[src/sv/bbqa_pkg.sv]
// ----------------------------------------------------------------------------
// Byte budget queue admission package
// Shared widths, codes, sequencer states and the control and status bundles
// that pass between the sequencer and the datapath.
// ----------------------------------------------------------------------------
`default_nettype none

package bbqa_pkg;

  localparam int DATA_W    = 24;
  localparam int REQ_W     = 3;
  localparam int STATUS_W  = 4;
  localparam int OUT_CNT_W = 7;
  localparam int ADDR_W    = 4;
  localparam int PDATA_W   = 32;

  localparam logic [DATA_W-1:0] HIGH_WATER_RESET = DATA_W'(1024 * 1024);
  localparam logic [DATA_W-1:0] LOW_WATER_RESET  = DATA_W'(512 * 1024);

  typedef enum logic [REQ_W-1:0] {
    REQ_ENQUEUE    = 3'd0,
    REQ_DEQUEUE    = 3'd1,
    REQ_SEND_FAIL  = 3'd2,
    REQ_DISCONNECT = 3'd3,
    REQ_START      = 3'd4
  } req_t;

  typedef enum logic [1:0] {
    MODE_BLOCK      = 2'd0,
    MODE_DROP_NEW   = 2'd1,
    MODE_DROP_OLD   = 2'd2,
    MODE_DISCONNECT = 2'd3
  } mode_t;

  typedef enum logic [STATUS_W-1:0] {
    ST_ACCEPTED  = 4'd0,
    ST_TOO_LARGE = 4'd1,
    ST_RETRY     = 4'd2,
    ST_DROP_NEW  = 4'd3,
    ST_OVF_DISC  = 4'd4,
    ST_INACTIVE  = 4'd5,
    ST_DEQUEUED  = 4'd6,
    ST_EMPTY     = 4'd7,
    ST_DONE      = 4'd8
  } status_t;

  typedef enum logic [1:0] {
    REG_MODE = 2'd0,
    REG_HIGH = 2'd1,
    REG_LOW  = 2'd2
  } cfg_idx_t;

  typedef enum logic [3:0] {
    S_IDLE,
    S_CHK_LEN,
    S_CHK_LW,
    S_CHK_OVF,
    S_READ,
    S_POP,
    S_ACC,
    S_LW_DEQ,
    S_PUSH,
    S_DONE
  } state_t;

  typedef enum logic [1:0] {
    A_ZERO,
    A_TOTAL,
    A_DROPB
  } a_sel_t;

  typedef enum logic [1:0] {
    B_ZERO,
    B_LEN,
    B_RDATA
  } b_sel_t;

  typedef enum logic {
    C_HW,
    C_LW
  } c_sel_t;

  typedef struct packed {
    logic    in_ready;
    logic    item_start;
    a_sel_t  a_sel;
    b_sel_t  b_sel;
    logic    alu_sub;
    c_sel_t  c_sel;
    logic    mem_rd;
    logic    pop;
    logic    pop_deq;
    logic    acc_drop;
    logic    push;
    logic    lw_load;
    logic    st_load;
    status_t st_val;
    logic    act_clr;
    logic    act_set;
    logic    finish;
  } bbqa_ctrl_t;

  typedef struct packed {
    logic  in_valid;
    req_t  in_req;
    req_t  req_r;
    mode_t mode;
    logic  active;
    logic  count_zero;
    logic  full;
    logic  alu_gt;
    logic  out_free;
  } bbqa_stat_t;

endpackage

`default_nettype wire

[src/sv/byte_budget_queue_admission.sv]
// ----------------------------------------------------------------------------
// Byte budget queue admission
// Admission control for a transmit queue held as a FIFO of message lengths
// with a running byte total, watermarks and four overflow policies.
// ----------------------------------------------------------------------------
// in_ready is high only while the sequencer is idle. Link control requests
// (send failed, disconnect, start) and a dequeue on an empty queue go
// straight to the final state. An enqueue runs the length check, in block
// mode the low water check, and the overflow check, then is pushed unless
// refused; a dequeue reads, pops and checks the low water mark. In
// drop-oldest mode each discarded head adds a read, a pop and a drop tally.
// The steps follow from the single shared adder/comparator, which performs
// one add, subtract or watermark compare per cycle, and from the registered
// read port of the length memory, read in its own state before each pop.
// The result of a request is held in an output register, so the next request
// is taken while the previous result still waits on out_ready; the block only
// stalls in its final state when a second result would overwrite one not yet
// taken. The length memory is not cleared after reset: every read is guarded
// by the entry count, so no clearing pass is needed. Configuration must be
// written through the APB port (mode at 0x0, high water at 0x4, low water at
// 0x8) only while no request is in progress; the block does not enforce it.
// ----------------------------------------------------------------------------
`default_nettype none

module byte_budget_queue_admission
  import bbqa_pkg::*;
#(
  parameter int QUEUE_DEPTH = 64
) (
  input  wire logic                 clk,
  input  wire logic                 rst_n,

  input  wire logic                 in_valid,
  output logic                      in_ready,
  input  wire logic [REQ_W-1:0]     in_req_type,
  input  wire logic [DATA_W-1:0]    in_msg_len,

  output logic                      out_valid,
  input  wire logic                 out_ready,
  output logic [STATUS_W-1:0]       out_status,
  output logic [DATA_W-1:0]         out_dequeued_len,
  output logic [OUT_CNT_W-1:0]      out_dropped_entries,
  output logic [DATA_W-1:0]         out_dropped_bytes,
  output logic                      out_wake_sender,
  output logic                      out_below_low_water,
  output logic [DATA_W-1:0]         out_bytes_queued,
  output logic [OUT_CNT_W-1:0]      out_entries_queued,
  output logic                      out_link_active,

  input  wire logic                 psel,
  input  wire logic                 penable,
  input  wire logic                 pwrite,
  input  wire logic [ADDR_W-1:0]    paddr,
  input  wire logic [PDATA_W-1:0]   pwdata,
  output logic [PDATA_W-1:0]        prdata,
  output logic                      pready
);

  localparam int CNT_W = $clog2(QUEUE_DEPTH + 1);
  localparam int PTR_W = $clog2(QUEUE_DEPTH);

  // Configuration registers.
  mode_t             mode_r;
  logic [DATA_W-1:0] high_water_r;
  logic [DATA_W-1:0] low_water_r;

  // Queue state.
  logic [DATA_W-1:0] fifo_mem [QUEUE_DEPTH];
  logic [PTR_W-1:0]  head_r;
  logic [PTR_W-1:0]  tail_r;
  logic [CNT_W-1:0]  count_r;
  logic [DATA_W-1:0] total_r;
  logic              active_r;

  // Per-request working registers.
  req_t              req_r;
  logic [DATA_W-1:0] len_r;
  logic [DATA_W-1:0] rdata_r;
  status_t           status_r;
  logic [DATA_W-1:0] deq_len_r;
  logic [CNT_W-1:0]  drop_n_r;
  logic [DATA_W-1:0] drop_b_r;
  logic              wake_r;
  logic              below_r;

  // Output register.
  logic              out_valid_r;
  status_t           o_status_r;
  logic [DATA_W-1:0] o_deq_len_r;
  logic [CNT_W-1:0]  o_drop_n_r;
  logic [DATA_W-1:0] o_drop_b_r;
  logic              o_wake_r;
  logic              o_below_r;
  logic [DATA_W-1:0] o_total_r;
  logic [CNT_W-1:0]  o_count_r;
  logic              o_active_r;

  bbqa_ctrl_t        ctrl;
  bbqa_stat_t        stat;
  logic [DATA_W-1:0] alu_a;
  logic [DATA_W-1:0] alu_b;
  logic [DATA_W-1:0] alu_c;
  logic [DATA_W:0]   alu_res;
  logic              alu_gt;
  logic              cfg_wr;
  logic              q_full;
  logic [PTR_W-1:0]  head_inc;
  logic [PTR_W-1:0]  tail_inc;

  // --------------------------------------------------------------------------
  // APB configuration port. Writes land in the access phase; reads are
  // returned combinationally, so pready is tied high.
  // --------------------------------------------------------------------------
  assign pready = 1'b1;
  assign cfg_wr = psel && penable && pwrite;

  always_ff @(posedge clk) begin
    if (!rst_n) begin
      mode_r       <= MODE_BLOCK;
      high_water_r <= HIGH_WATER_RESET;
      low_water_r  <= LOW_WATER_RESET;
    end else if (cfg_wr) begin
      case (cfg_idx_t'(paddr[3:2]))
        REG_MODE: mode_r       <= mode_t'(pwdata[1:0]);
        REG_HIGH: high_water_r <= pwdata[DATA_W-1:0];
        REG_LOW:  low_water_r  <= pwdata[DATA_W-1:0];
        default: begin
        end
      endcase
    end
  end

  always_comb begin
    case (cfg_idx_t'(paddr[3:2]))
      REG_MODE: prdata = PDATA_W'(mode_r);
      REG_HIGH: prdata = PDATA_W'(high_water_r);
      REG_LOW:  prdata = PDATA_W'(low_water_r);
      default:  prdata = '0;
    endcase
  end

  // --------------------------------------------------------------------------
  // Sequencer and shared arithmetic unit. The sequencer picks the operands;
  // every watermark check, byte-total update and drop tally goes through the
  // one adder/comparator.
  // --------------------------------------------------------------------------
  assign q_full = (count_r == CNT_W'(QUEUE_DEPTH));

  always_comb begin
    stat.in_valid   = in_valid;
    stat.in_req     = req_t'(in_req_type);
    stat.req_r      = req_r;
    stat.mode       = mode_r;
    stat.active     = active_r;
    stat.count_zero = (count_r == '0);
    stat.full       = q_full;
    stat.alu_gt     = alu_gt;
    stat.out_free   = !out_valid_r || out_ready;
  end

  bbqa_seq u_seq (
    .clk   (clk),
    .rst_n (rst_n),
    .stat  (stat),
    .ctrl  (ctrl)
  );

  always_comb begin
    case (ctrl.a_sel)
      A_TOTAL: alu_a = total_r;
      A_DROPB: alu_a = drop_b_r;
      default: alu_a = '0;
    endcase
    case (ctrl.b_sel)
      B_LEN:   alu_b = len_r;
      B_RDATA: alu_b = rdata_r;
      default: alu_b = '0;
    endcase
    alu_c = (ctrl.c_sel == C_LW) ? low_water_r : high_water_r;
  end

  bbqa_alu u_alu (
    .op_a  (alu_a),
    .op_b  (alu_b),
    .sub   (ctrl.alu_sub),
    .limit (alu_c),
    .res   (alu_res),
    .gt    (alu_gt)
  );

  // --------------------------------------------------------------------------
  // Queue state. Pointers wrap at the queue depth, which need not be a power
  // of two. A pop whose length exceeds the running total clamps it at zero.
  // --------------------------------------------------------------------------
  assign head_inc = (head_r == PTR_W'(QUEUE_DEPTH - 1)) ? '0 : head_r + PTR_W'(1);
  assign tail_inc = (tail_r == PTR_W'(QUEUE_DEPTH - 1)) ? '0 : tail_r + PTR_W'(1);

  always_ff @(posedge clk) begin
    if (!rst_n) begin
      head_r   <= '0;
      tail_r   <= '0;
      count_r  <= '0;
      total_r  <= '0;
      active_r <= 1'b0;
    end else begin
      if (ctrl.act_clr) begin
        active_r <= 1'b0;
      end else if (ctrl.act_set) begin
        active_r <= 1'b1;
      end
      if (ctrl.pop) begin
        head_r  <= head_inc;
        count_r <= count_r - CNT_W'(1);
        total_r <= alu_res[DATA_W] ? '0 : alu_res[DATA_W-1:0];
      end else if (ctrl.push) begin
        tail_r  <= tail_inc;
        count_r <= count_r + CNT_W'(1);
        total_r <= alu_res[DATA_W-1:0];
      end
    end
  end

  // Length memory: one write port at the tail, one registered read at the head.
  always_ff @(posedge clk) begin
    if (ctrl.push) begin
      fifo_mem[tail_r] <= len_r;
    end
    if (ctrl.mem_rd) begin
      rdata_r <= fifo_mem[head_r];
    end
  end

  // Per-request result fields, cleared when a new request is taken.
  always_ff @(posedge clk) begin
    if (ctrl.item_start) begin
      req_r     <= req_t'(in_req_type);
      len_r     <= in_msg_len;
      deq_len_r <= '0;
      drop_n_r  <= '0;
      drop_b_r  <= '0;
      wake_r    <= 1'b0;
      below_r   <= 1'b0;
    end else begin
      if (ctrl.pop && ctrl.pop_deq) begin
        deq_len_r <= rdata_r;
      end
      if (ctrl.pop && !ctrl.pop_deq) begin
        drop_n_r <= drop_n_r + CNT_W'(1);
      end
      if (ctrl.acc_drop) begin
        drop_b_r <= alu_res[DATA_W-1:0];
      end
      if (ctrl.push) begin
        wake_r <= (count_r == '0);
      end
      if (ctrl.lw_load) begin
        below_r <= !alu_gt;
      end
    end
    if (ctrl.st_load) begin
      status_r <= ctrl.st_val;
    end
  end

  // --------------------------------------------------------------------------
  // Output register. It is loaded only when empty or being drained, so a
  // finished result is never overwritten.
  // --------------------------------------------------------------------------
  always_ff @(posedge clk) begin
    if (!rst_n) begin
      out_valid_r <= 1'b0;
    end else if (ctrl.finish) begin
      out_valid_r <= 1'b1;
    end else if (out_ready) begin
      out_valid_r <= 1'b0;
    end
  end

  always_ff @(posedge clk) begin
    if (ctrl.finish) begin
      o_status_r  <= status_r;
      o_deq_len_r <= deq_len_r;
      o_drop_n_r  <= drop_n_r;
      o_drop_b_r  <= drop_b_r;
      o_wake_r    <= wake_r;
      o_below_r   <= below_r;
      o_total_r   <= total_r;
      o_count_r   <= count_r;
      o_active_r  <= active_r;
    end
  end

  assign in_ready            = ctrl.in_ready;
  assign out_valid           = out_valid_r;
  assign out_status          = o_status_r;
  assign out_dequeued_len    = o_deq_len_r;
  assign out_dropped_entries = OUT_CNT_W'(o_drop_n_r);
  assign out_dropped_bytes   = o_drop_b_r;
  assign out_wake_sender     = o_wake_r;
  assign out_below_low_water = o_below_r;
  assign out_bytes_queued    = o_total_r;
  assign out_entries_queued  = OUT_CNT_W'(o_count_r);
  assign out_link_active     = o_active_r;

  // --------------------------------------------------------------------------
  // Checks on the queue bookkeeping.
  // --------------------------------------------------------------------------
  a_count_bound: assert property (@(posedge clk) disable iff (!rst_n)
    count_r <= CNT_W'(QUEUE_DEPTH))
    else $error("entry count exceeds the queue depth");

  a_empty_zero_total: assert property (@(posedge clk) disable iff (!rst_n)
    (count_r == '0) |-> (total_r == '0))
    else $error("empty queue holds a nonzero byte total");

  a_no_push_full: assert property (@(posedge clk) disable iff (!rst_n)
    ctrl.push |-> !q_full)
    else $error("push into a full queue");

  a_busy_after_start: assert property (@(posedge clk) disable iff (!rst_n)
    ctrl.item_start |=> !ctrl.in_ready)
    else $error("new request taken while one is in progress");

endmodule

`default_nettype wire

[src/sv/bbqa_alu.sv]
// ----------------------------------------------------------------------------
// Shared add/subtract and compare unit
// Adds or subtracts two byte counts and compares the result with a watermark.
// ----------------------------------------------------------------------------
`default_nettype none

module bbqa_alu
  import bbqa_pkg::*;
(
  input  wire logic [DATA_W-1:0] op_a,
  input  wire logic [DATA_W-1:0] op_b,
  input  wire logic              sub,
  input  wire logic [DATA_W-1:0] limit,
  output logic      [DATA_W:0]   res,
  output logic                   gt
);

  // One extra bit holds the carry of an add or the borrow of a subtract.
  always_comb begin
    if (sub) begin
      res = {1'b0, op_a} - {1'b0, op_b};
    end else begin
      res = {1'b0, op_a} + {1'b0, op_b};
    end
    gt = (res > {1'b0, limit});
  end

endmodule

`default_nettype wire

[src/sv/bbqa_seq.sv]
// ----------------------------------------------------------------------------
// Admission sequencer
// Steps one request through the checks, pops and pushes, driving the shared
// arithmetic unit and the queue datapath.
// ----------------------------------------------------------------------------
`default_nettype none

module bbqa_seq
  import bbqa_pkg::*;
(
  input  wire logic       clk,
  input  wire logic       rst_n,
  input  wire bbqa_stat_t stat,
  output bbqa_ctrl_t      ctrl
);

  state_t state_r;
  state_t state_nxt;
  logic   ovf;

  assign ovf = stat.alu_gt || stat.full;

  always_ff @(posedge clk) begin
    if (!rst_n) begin
      state_r <= S_IDLE;
    end else begin
      state_r <= state_nxt;
    end
  end

  always_comb begin
    state_nxt = state_r;
    case (state_r)
      S_IDLE: begin
        if (stat.in_valid) begin
          case (stat.in_req)
            REQ_ENQUEUE: state_nxt = S_CHK_LEN;
            REQ_DEQUEUE: state_nxt = stat.count_zero ? S_DONE : S_READ;
            default:     state_nxt = S_DONE;
          endcase
        end
      end
      S_CHK_LEN: begin
        if (!stat.active || stat.alu_gt) begin
          state_nxt = S_DONE;
        end else if (stat.mode == MODE_BLOCK) begin
          state_nxt = S_CHK_LW;
        end else begin
          state_nxt = S_CHK_OVF;
        end
      end
      S_CHK_LW: begin
        state_nxt = stat.alu_gt ? S_DONE : S_CHK_OVF;
      end
      S_CHK_OVF: begin
        if (!ovf) begin
          state_nxt = S_PUSH;
        end else if (stat.mode == MODE_DROP_OLD) begin
          state_nxt = stat.count_zero ? S_PUSH : S_READ;
        end else begin
          state_nxt = S_DONE;
        end
      end
      S_READ:   state_nxt = S_POP;
      S_POP:    state_nxt = (stat.req_r == REQ_DEQUEUE) ? S_LW_DEQ : S_ACC;
      S_ACC:    state_nxt = S_CHK_OVF;
      S_LW_DEQ: state_nxt = S_DONE;
      S_PUSH:   state_nxt = S_DONE;
      S_DONE: begin
        if (stat.out_free) begin
          state_nxt = S_IDLE;
        end
      end
      default:  state_nxt = S_IDLE;
    endcase
  end

  always_comb begin
    ctrl.in_ready   = 1'b0;
    ctrl.item_start = 1'b0;
    ctrl.a_sel      = A_ZERO;
    ctrl.b_sel      = B_ZERO;
    ctrl.alu_sub    = 1'b0;
    ctrl.c_sel      = C_HW;
    ctrl.mem_rd     = 1'b0;
    ctrl.pop        = 1'b0;
    ctrl.pop_deq    = 1'b0;
    ctrl.acc_drop   = 1'b0;
    ctrl.push       = 1'b0;
    ctrl.lw_load    = 1'b0;
    ctrl.st_load    = 1'b0;
    ctrl.st_val     = ST_DONE;
    ctrl.act_clr    = 1'b0;
    ctrl.act_set    = 1'b0;
    ctrl.finish     = 1'b0;
    case (state_r)
      S_IDLE: begin
        ctrl.in_ready = 1'b1;
        if (stat.in_valid) begin
          ctrl.item_start = 1'b1;
          case (stat.in_req)
            REQ_ENQUEUE: begin
            end
            REQ_DEQUEUE: begin
              ctrl.st_load = stat.count_zero;
              ctrl.st_val  = ST_EMPTY;
            end
            REQ_SEND_FAIL, REQ_DISCONNECT: begin
              ctrl.act_clr = 1'b1;
              ctrl.st_load = 1'b1;
            end
            REQ_START: begin
              ctrl.act_set = 1'b1;
              ctrl.st_load = 1'b1;
            end
            default: begin
              ctrl.st_load = 1'b1;
            end
          endcase
        end
      end
      S_CHK_LEN: begin
        ctrl.b_sel = B_LEN;
        if (!stat.active) begin
          ctrl.st_load = 1'b1;
          ctrl.st_val  = ST_INACTIVE;
        end else if (stat.alu_gt) begin
          ctrl.st_load = 1'b1;
          ctrl.st_val  = ST_TOO_LARGE;
        end
      end
      S_CHK_LW: begin
        ctrl.a_sel   = A_TOTAL;
        ctrl.c_sel   = C_LW;
        ctrl.st_load = stat.alu_gt;
        ctrl.st_val  = ST_RETRY;
      end
      S_CHK_OVF: begin
        ctrl.a_sel = A_TOTAL;
        ctrl.b_sel = B_LEN;
        if (ovf) begin
          case (stat.mode)
            MODE_BLOCK: begin
              ctrl.st_load = 1'b1;
              ctrl.st_val  = ST_RETRY;
            end
            MODE_DROP_NEW: begin
              ctrl.st_load = 1'b1;
              ctrl.st_val  = ST_DROP_NEW;
            end
            MODE_DROP_OLD: begin
            end
            MODE_DISCONNECT: begin
              ctrl.act_clr = 1'b1;
              ctrl.st_load = 1'b1;
              ctrl.st_val  = ST_OVF_DISC;
            end
            default: begin
            end
          endcase
        end
      end
      S_READ: begin
        ctrl.mem_rd = 1'b1;
      end
      S_POP: begin
        ctrl.a_sel   = A_TOTAL;
        ctrl.b_sel   = B_RDATA;
        ctrl.alu_sub = 1'b1;
        ctrl.pop     = 1'b1;
        ctrl.pop_deq = (stat.req_r == REQ_DEQUEUE);
      end
      S_ACC: begin
        ctrl.a_sel    = A_DROPB;
        ctrl.b_sel    = B_RDATA;
        ctrl.acc_drop = 1'b1;
      end
      S_LW_DEQ: begin
        ctrl.a_sel   = A_TOTAL;
        ctrl.c_sel   = C_LW;
        ctrl.lw_load = 1'b1;
        ctrl.st_load = 1'b1;
        ctrl.st_val  = ST_DEQUEUED;
      end
      S_PUSH: begin
        ctrl.a_sel   = A_TOTAL;
        ctrl.b_sel   = B_LEN;
        ctrl.push    = 1'b1;
        ctrl.st_load = 1'b1;
        ctrl.st_val  = ST_ACCEPTED;
      end
      S_DONE: begin
        ctrl.finish = stat.out_free;
      end
      default: begin
      end
    endcase
  end

endmodule

`default_nettype wire
[config.mk]
export PLATFORM = sky130hd
export DESIGN_NAME = byte_budget_queue_admission
export DESIGN_NICKNAME = d
export VERILOG_FILES = /design/src/sv/bbqa_pkg.sv /design/src/sv/byte_budget_queue_admission.sv /design/src/sv/bbqa_alu.sv /design/src/sv/bbqa_seq.sv
export SDC_FILE = /design/constraint.sdc
export NUM_CORES = 2
export LEC_CHECK = 0
export BUFFER_PORTS_ARGS = -buffer_cell sky130_fd_sc_hd__buf_2
export CAP_MARGIN = 20
export CORE_MARGIN = 1.5
export CORE_UTILIZATION = 49
export DETAILED_ROUTE_END_ITERATION = 16
export PLACE_DENSITY = 0.68
export SLEW_MARGIN = 0
export SYNTH_ARGS = -nofsm -noshare
export SYNTH_HDL_FRONTEND = slang
export SYNTH_SLANG_ARGS = --single-unit
[constraint.sdc]
create_clock -name clk -period 7.1 [get_ports clk]
set_input_delay 1.42 -clock clk [delete_from_list [all_inputs] [get_ports clk]]
set_output_delay 1.42 -clock clk [all_outputs]
set_load 0.01 [all_outputs]
# [Word level (Yosys, flattened, before mapping)]
# Memories as Yosys holds them, arrays and structs flattened. A register that Yosys moved wholly into a read port is not among the register bits.
# Index checks and enable logic that the tools add are counted.
[op_classes] add_sub_neg=7 magnitude_cmp=1 eq_ne=28 muxes=53 n_bitwise=2 reduce_logical=30
[op_table] cell="$mux 24" count=4
[op_table] cell="$pmux 24 s2" count=2
[op_table] cell="$pmux 24 s3" count=1
[op_table] cell="$mux 4" count=9
[op_table] cell="$pmux 4 s9" count=1
[op_table] cell="$pmux 5 s6" count=1
[op_table] cell="$add 24x24->25" count=1
[op_table] cell="$gt 25x24->1" count=1
[op_table] cell="$mux 25" count=1
[op_table] cell="$sub 24x24->25" count=1
[op_table] cell="$mux 7" count=3
[op_table] cell="$mux 1" count=18
[op_table] cell="$mux 6" count=3
[op_table] cell="$eq 4x3->1 const B" count=4
[op_table] cell="$pmux 5 s3" count=1
[op_table] cell="$add 7x1->7 const B" count=2
[op_table] cell="$add 6x1->6 const B" count=2
[op_table] cell="$eq 6x6->1 const B" count=2
[op_table] cell="$eq 2x2->1 const B" count=5
[op_table] cell="$mux 5" count=2
[op_table] cell="$reduce_and 2->1" count=5
[op_table] cell="$reduce_or 2->1" count=5
[op_table] cell="$eq 2x1->1 const B" count=4
[op_table] cell="$eq 4x2->1 const B" count=2
[op_table] cell="24 further kinds" count=41
[word_totals] regBits=280 ramBits=1536 inputBits=70 output_inout_bits=128 word_cells=149 memories=1
[mem_list] name="fifo_mem" words=64 word_bits=24 rd=1 rd_clocked_by_memory_dff=1 write_ports=1 line_no="byte_budget_queue_admission.sv:68" text="logic [DATA_W-1:0] fifo_mem [QUEUE_DEPTH];"

# [Depth between registers and ports, before layout]
[depth] ltp_word=12 mapped_depth=35 ltp_nobuf=31

# [Cells and area by module]
# From an unflattened synthesis, not the netlist that was laid out.
[hier_totals] cells_unflattened=3967 hier_area_um2=72818.6
[modules_own_cells] mod="byte_budget_queue_admission" instances=1 cells_per_inst=3536 area_per_inst_um2=69824.5 seq_area_each_um2=53611.4
[modules_own_cells] mod="bbqa_alu" instances=1 cells_per_inst=327 area_per_inst_um2=2282.2 seq_area_each_um2=0.0
[modules_own_cells] mod="bbqa_seq" instances=1 cells_per_inst=104 area_per_inst_um2=711.9 seq_area_each_um2=80.1

# [Least setup slack after synthesis]
# OpenSTA, ideal clock, no wires.
[synth_path] path_kind="reg2reg" from="register u_seq.state_r[3]" to="register status_r[0] (enable)" setup_time_ns=0.288 t_arrival_ns=7.135 required_time_ns=6.812 slack_ns=-0.323 stages_incl_launch_ff=34 synth_period_minus_slack_ns=7.423 path_cell_list="dfxtp_1 clkbuf_1 nor2_1 nand3_1 clkbuf_1 nand2_1 ha_1 clkbuf_1 clkbuf_1 buf_1 or2_2 ha_1 inv_1 nor4_4 inv_1 o21ai_0 xor2_1 ha_1 clkbuf_1 and3_1 nand3_1 a2bb2oi_1 o21ai_1 a41oi_1 mux2_2 nor2_1 inv_1 ha_1 a2111oi_0 o311ai_0 o21a_1 a21oi_4 o2bb2ai_1 o211ai_1"
[synth_lines] item="start: declaration" line_no="bbqa_seq.sv:17" text="state_t state_r;"
[synth_lines] item="start signal: assignment" line_no="bbqa_seq.sv:27" text="state_r <= state_nxt;"
[synth_lines] item="end signal: assignment" line_no="byte_budget_queue_admission.sv:261" text="status_r <= ctrl.st_val;"
[synth_lines] item="end: declaration" line_no="byte_budget_queue_admission.sv:79" text="status_t status_r;"

==> impl_results.md <==
- Post-DP HPWL: 102000 um
- Worst-Skew Late Latency: 0.83 ns
- Top cell type's share of synthesized area: 69.4%
- Dominant cell type by area after synthesis: edfxtp_1
- Ys async rst share: 0%
- Root Buffer: clkbuf_16
- Final min period: 6.72 ns
- Max-cap violation count: 0
- Critical path's top delay family: compound AO/OA/AOI/OAI gates
- Post-Synthesis Cells: 3687
- Area after DPL: 0.0767 mm^2
- Final hold violation count: 0
- CP bufs+invs: 7
- Slew @ Worst Pin: 1.19 ns
- CP Data Required Time: 7.62 ns
- Clock transition at path regs: 0.06 ns
- WL final: 180000 um
- Worst setup SP type: flop
- Via density: 6.12
- Area contributors post-synth: edfxtp_1 (69%), mux4_2 (16%), dfxtp_1 (4.3%), nand2_1 (1.3%), ha_1 (1.0%)
- Cell mode on critical path: buf_4
- Worst path max stage delay: 0.38 ns
- RSZ-0062 raised after global routing: no
- Setup crit end kind: flop
- DR WL/cell: 29.7 um
- Num rows: 141
- Static Leakage: 25.7 nW
- Worst-path maximum fanout: 9
- EDFF count, synth: 1684
- WP data arrival: 7.24 ns
- Synth warn: 0
- CTS Sinks: 1840
- First-pass GRT wire length: 258000 um
- Mapped Avg Cell Area: 19.8 um^2
- DIE HEIGHT: 389 um
- Post-synth top flop: edfxtp_1
- Hold buffers post-CTS: 0
- DRC: 0
- Worst Skew: 0.0354 ns
- Antenna-violating nets left: 0
- Minimum hold slack: 0.412 ns
- TritonCTS clock tree: done
- Core area: 0.148 mm^2
- IO Port Bufs: 178
- Worst hold-check path type: reg -> reg
- Slew margin rel.: 20.7%
- Mapped cell area: 0.0728 mm^2
- Vias in the first global route: 36662
- Largest net degree at the start of global routing: 104
- Seq cells post-synth: 1840
- Fillers: 10857
- Slew Limit Fails: 0
- Slowest stage cell, crit path: ha_2
- Peak VDD IR: 0.000268 V
- DRT Pass-1 Iters: 6
- Max Clock Freq: 149 MHz
- Status: finished, final reports clean
- Die area: 0.151 mm^2
- Post-synth cell types: 75
- Total track usage: 23.9%
- Synth-to-Final Area Change: 13.4%
- Starting Density: 49.3%
- Chip width: 389 um
- Final #Nets: 4100
- Design Area, Final: 0.0826 mm^2
- Period utilisation layout: 94.6%
- Routability cong.: 0.900
- Setup CP Type: reg -> reg
- Clock buffer depth: 3
- Seq/Total Area, Yosys: 73.7%
- Vias: 37062
- # IOs: 198
- Total congestion overflow: 0
- PD cells: 348 mW/mm^2
- H-tree Lvls: 4
- TritonCTS Buffers: 181
- Final setup viols: 0
- Initial antenna violation count: 7
- Share of layout cells above drive strength 1: 28.3%
- Drt initial violations: 4056
[layout by cell type (no fill, tap or decap), types with 11 or more instances in the layout]
cell type	count
a22o_1	23
a21oi_1	97
a22oi_1	50
nor2_4	45
xnor2_1	33
clkinv_1	43
nand3_1	34
clkbuf_16	183
clkbuf_1	51
a21o_1	11
mux4_2	504
nand2_1	247
nor2_1	102
nor2_2	13
xor2_1	29
o21ai_0	38
buf_12	12
a21boi_0	66
buf_2	178
inv_1	25
edfxtp_1	1684
nand4_1	19
ha_1	59
buf_4	112
dfxtp_1	150
inv_6	11
mux2i_1	31
nor3_1	13
nor2b_1	22
clkinv_2	22
[synth_stat cells, types with 9 or more instances]
| library cell | n |
|---|---|
| dfxtp_1 | 156 |
| nor4_1 | 9 |
| buf_1 | 21 |
| a22o_1 | 23 |
| mux2i_1 | 31 |
| a22oi_1 | 53 |
| a21o_1 | 11 |
| nor3_1 | 23 |
| a21oi_1 | 98 |
| and2_1 | 10 |
| clkbuf_1 | 144 |
| edfxtp_1 | 1684 |
| xnor2_1 | 33 |
| nand3_1 | 34 |
| nand2b_1 | 10 |
| nand4_1 | 19 |
| buf_2 | 36 |
| inv_1 | 26 |
| nor2_1 | 159 |
| buf_4 | 9 |
| nand2_1 | 247 |
| mux4_2 | 504 |
| o21ai_0 | 39 |
| or3_1 | 10 |
| a211oi_1 | 9 |
| a21boi_0 | 66 |
| xor2_1 | 30 |
| nor2b_1 | 23 |
| ha_1 | 61 |
[through the flow]
step | power (W) | worst slack (ns) | setup TNS, ns | util, % | std cells
after floorplan | 0.0170 | 0.00641 | 0 | - | 3694
after global placement | 0.0192 | -0.0894 | -0.546 | 51.9 | 5706
after detailed placement | 0.0194 | -0.0693 | -0.395 | 51.9 | 5706
after CTS | 0.0285 | 0.0485 | 0 | 55.8 | 6043
after global routing | 0.0298 | 0.0196 | 0 | 55.9 | 6051
final | 0.0288 | 0.383 | 0 | 55.9 | 6053
[path summary, 6_finish.rpt]
| kind | cells after the start | endpoint | slack, ns | from |
|---|---|---|---|---|
| min reg2reg | 0 | out_status[3]$_DFFE_PP_ | 0.41 | status_r[3]$_DFFE_PP_ |
| max reg2reg | 32 | status_r[3]$_DFFE_PP_ | 0.38 | u_seq.state_r[3]$_SDFFE_PN0P_ |
| max | 32 | status_r[3]$_DFFE_PP_ | 0.38 | u_seq.state_r[3]$_SDFFE_PN0P_ |
| min | 0 | out_status[3]$_DFFE_PP_ | 0.41 | status_r[3]$_DFFE_PP_ |
[kinds of logic (layout without fill, tap and decap cells)]
logic type / Yosys count / after routing / share of synthesized area (%)
AO/OA/AOI/OAI: 365 / 365 / 3.44
XOR/XNOR: 63 / 63 / 0.758
adder cells (fa/ha/maj): 63 / 63 / 1.10
buffers and inverters: 239 / 666 / 1.36
flip-flops: 1840 / 1840 / 73.7
multiplexers: 537 / 537 / 16.0
other: 2 / 11 / 0.0103
AND/OR/NAND/NOR: 578 / 578 / 3.56
[where the power goes]
part	switching [W]	internal [W]
Sequential	0.000237	0.0128
Clock	0.00409	0.00516
Combinational	0.00425	0.00226
[flip-flops by register name (all words and copies together) (netlist names), 3 cells and up]
| name | flops |
|---|---|
| fifo_mem | 1536 |
| out_dropped_bytes | 24 |
| low_water_r | 24 |
| tail_r | 6 |
| u_seq.state_r | 4 |
| drop_n_r | 7 |
| high_water_r | 24 |
| out_bytes_queued | 24 |
| out_entries_queued | 7 |
| out_dropped_entries | 7 |
| status_r | 4 |
| deq_len_r | 24 |
| len_r | 24 |
| head_r | 6 |
| req_r | 3 |
| out_dequeued_len | 24 |
| out_status | 4 |
| total_r | 24 |
| drop_b_r | 24 |
| rdata_r | 24 |
| count_r | 7 |
[timing repair]
action | in CTS | in global routing
endpoints found under the setup margin | 7 | 14
setup buffers | 0 | 5
resized for setup | 2 | 23
pin swaps | 0 | 6
[cell type report]
cell class	instances	area [um^2]	area share, %
flip-flops and latches	1840	53700	65.0
multi-input cells	1615	18700	22.6
clock buffers	239	4840	5.86
well taps	1930	2410	2.92
repair buffers	302	1970	2.39
clock inverters	98	856	1.04
inverters	27	103	0.124
diodes	2	5.00	0.00606
[metal layers]
| metal | vias up | GRT usage (%) | part of all wire (%) |
|---|---|---|---|
| met5 | - | 0 | 0.015 |
| met3 | 304 | 4.19 | 8.2 |
| li1 | 15628 | - | - |
| met1 | 19397 | 32.5 | 39 |
| met4 | 4 | 8.53 | 3.4 |
| met2 | 1729 | 39.1 | 50 |
Note: power is estimated with default switching activity, not from simulation.
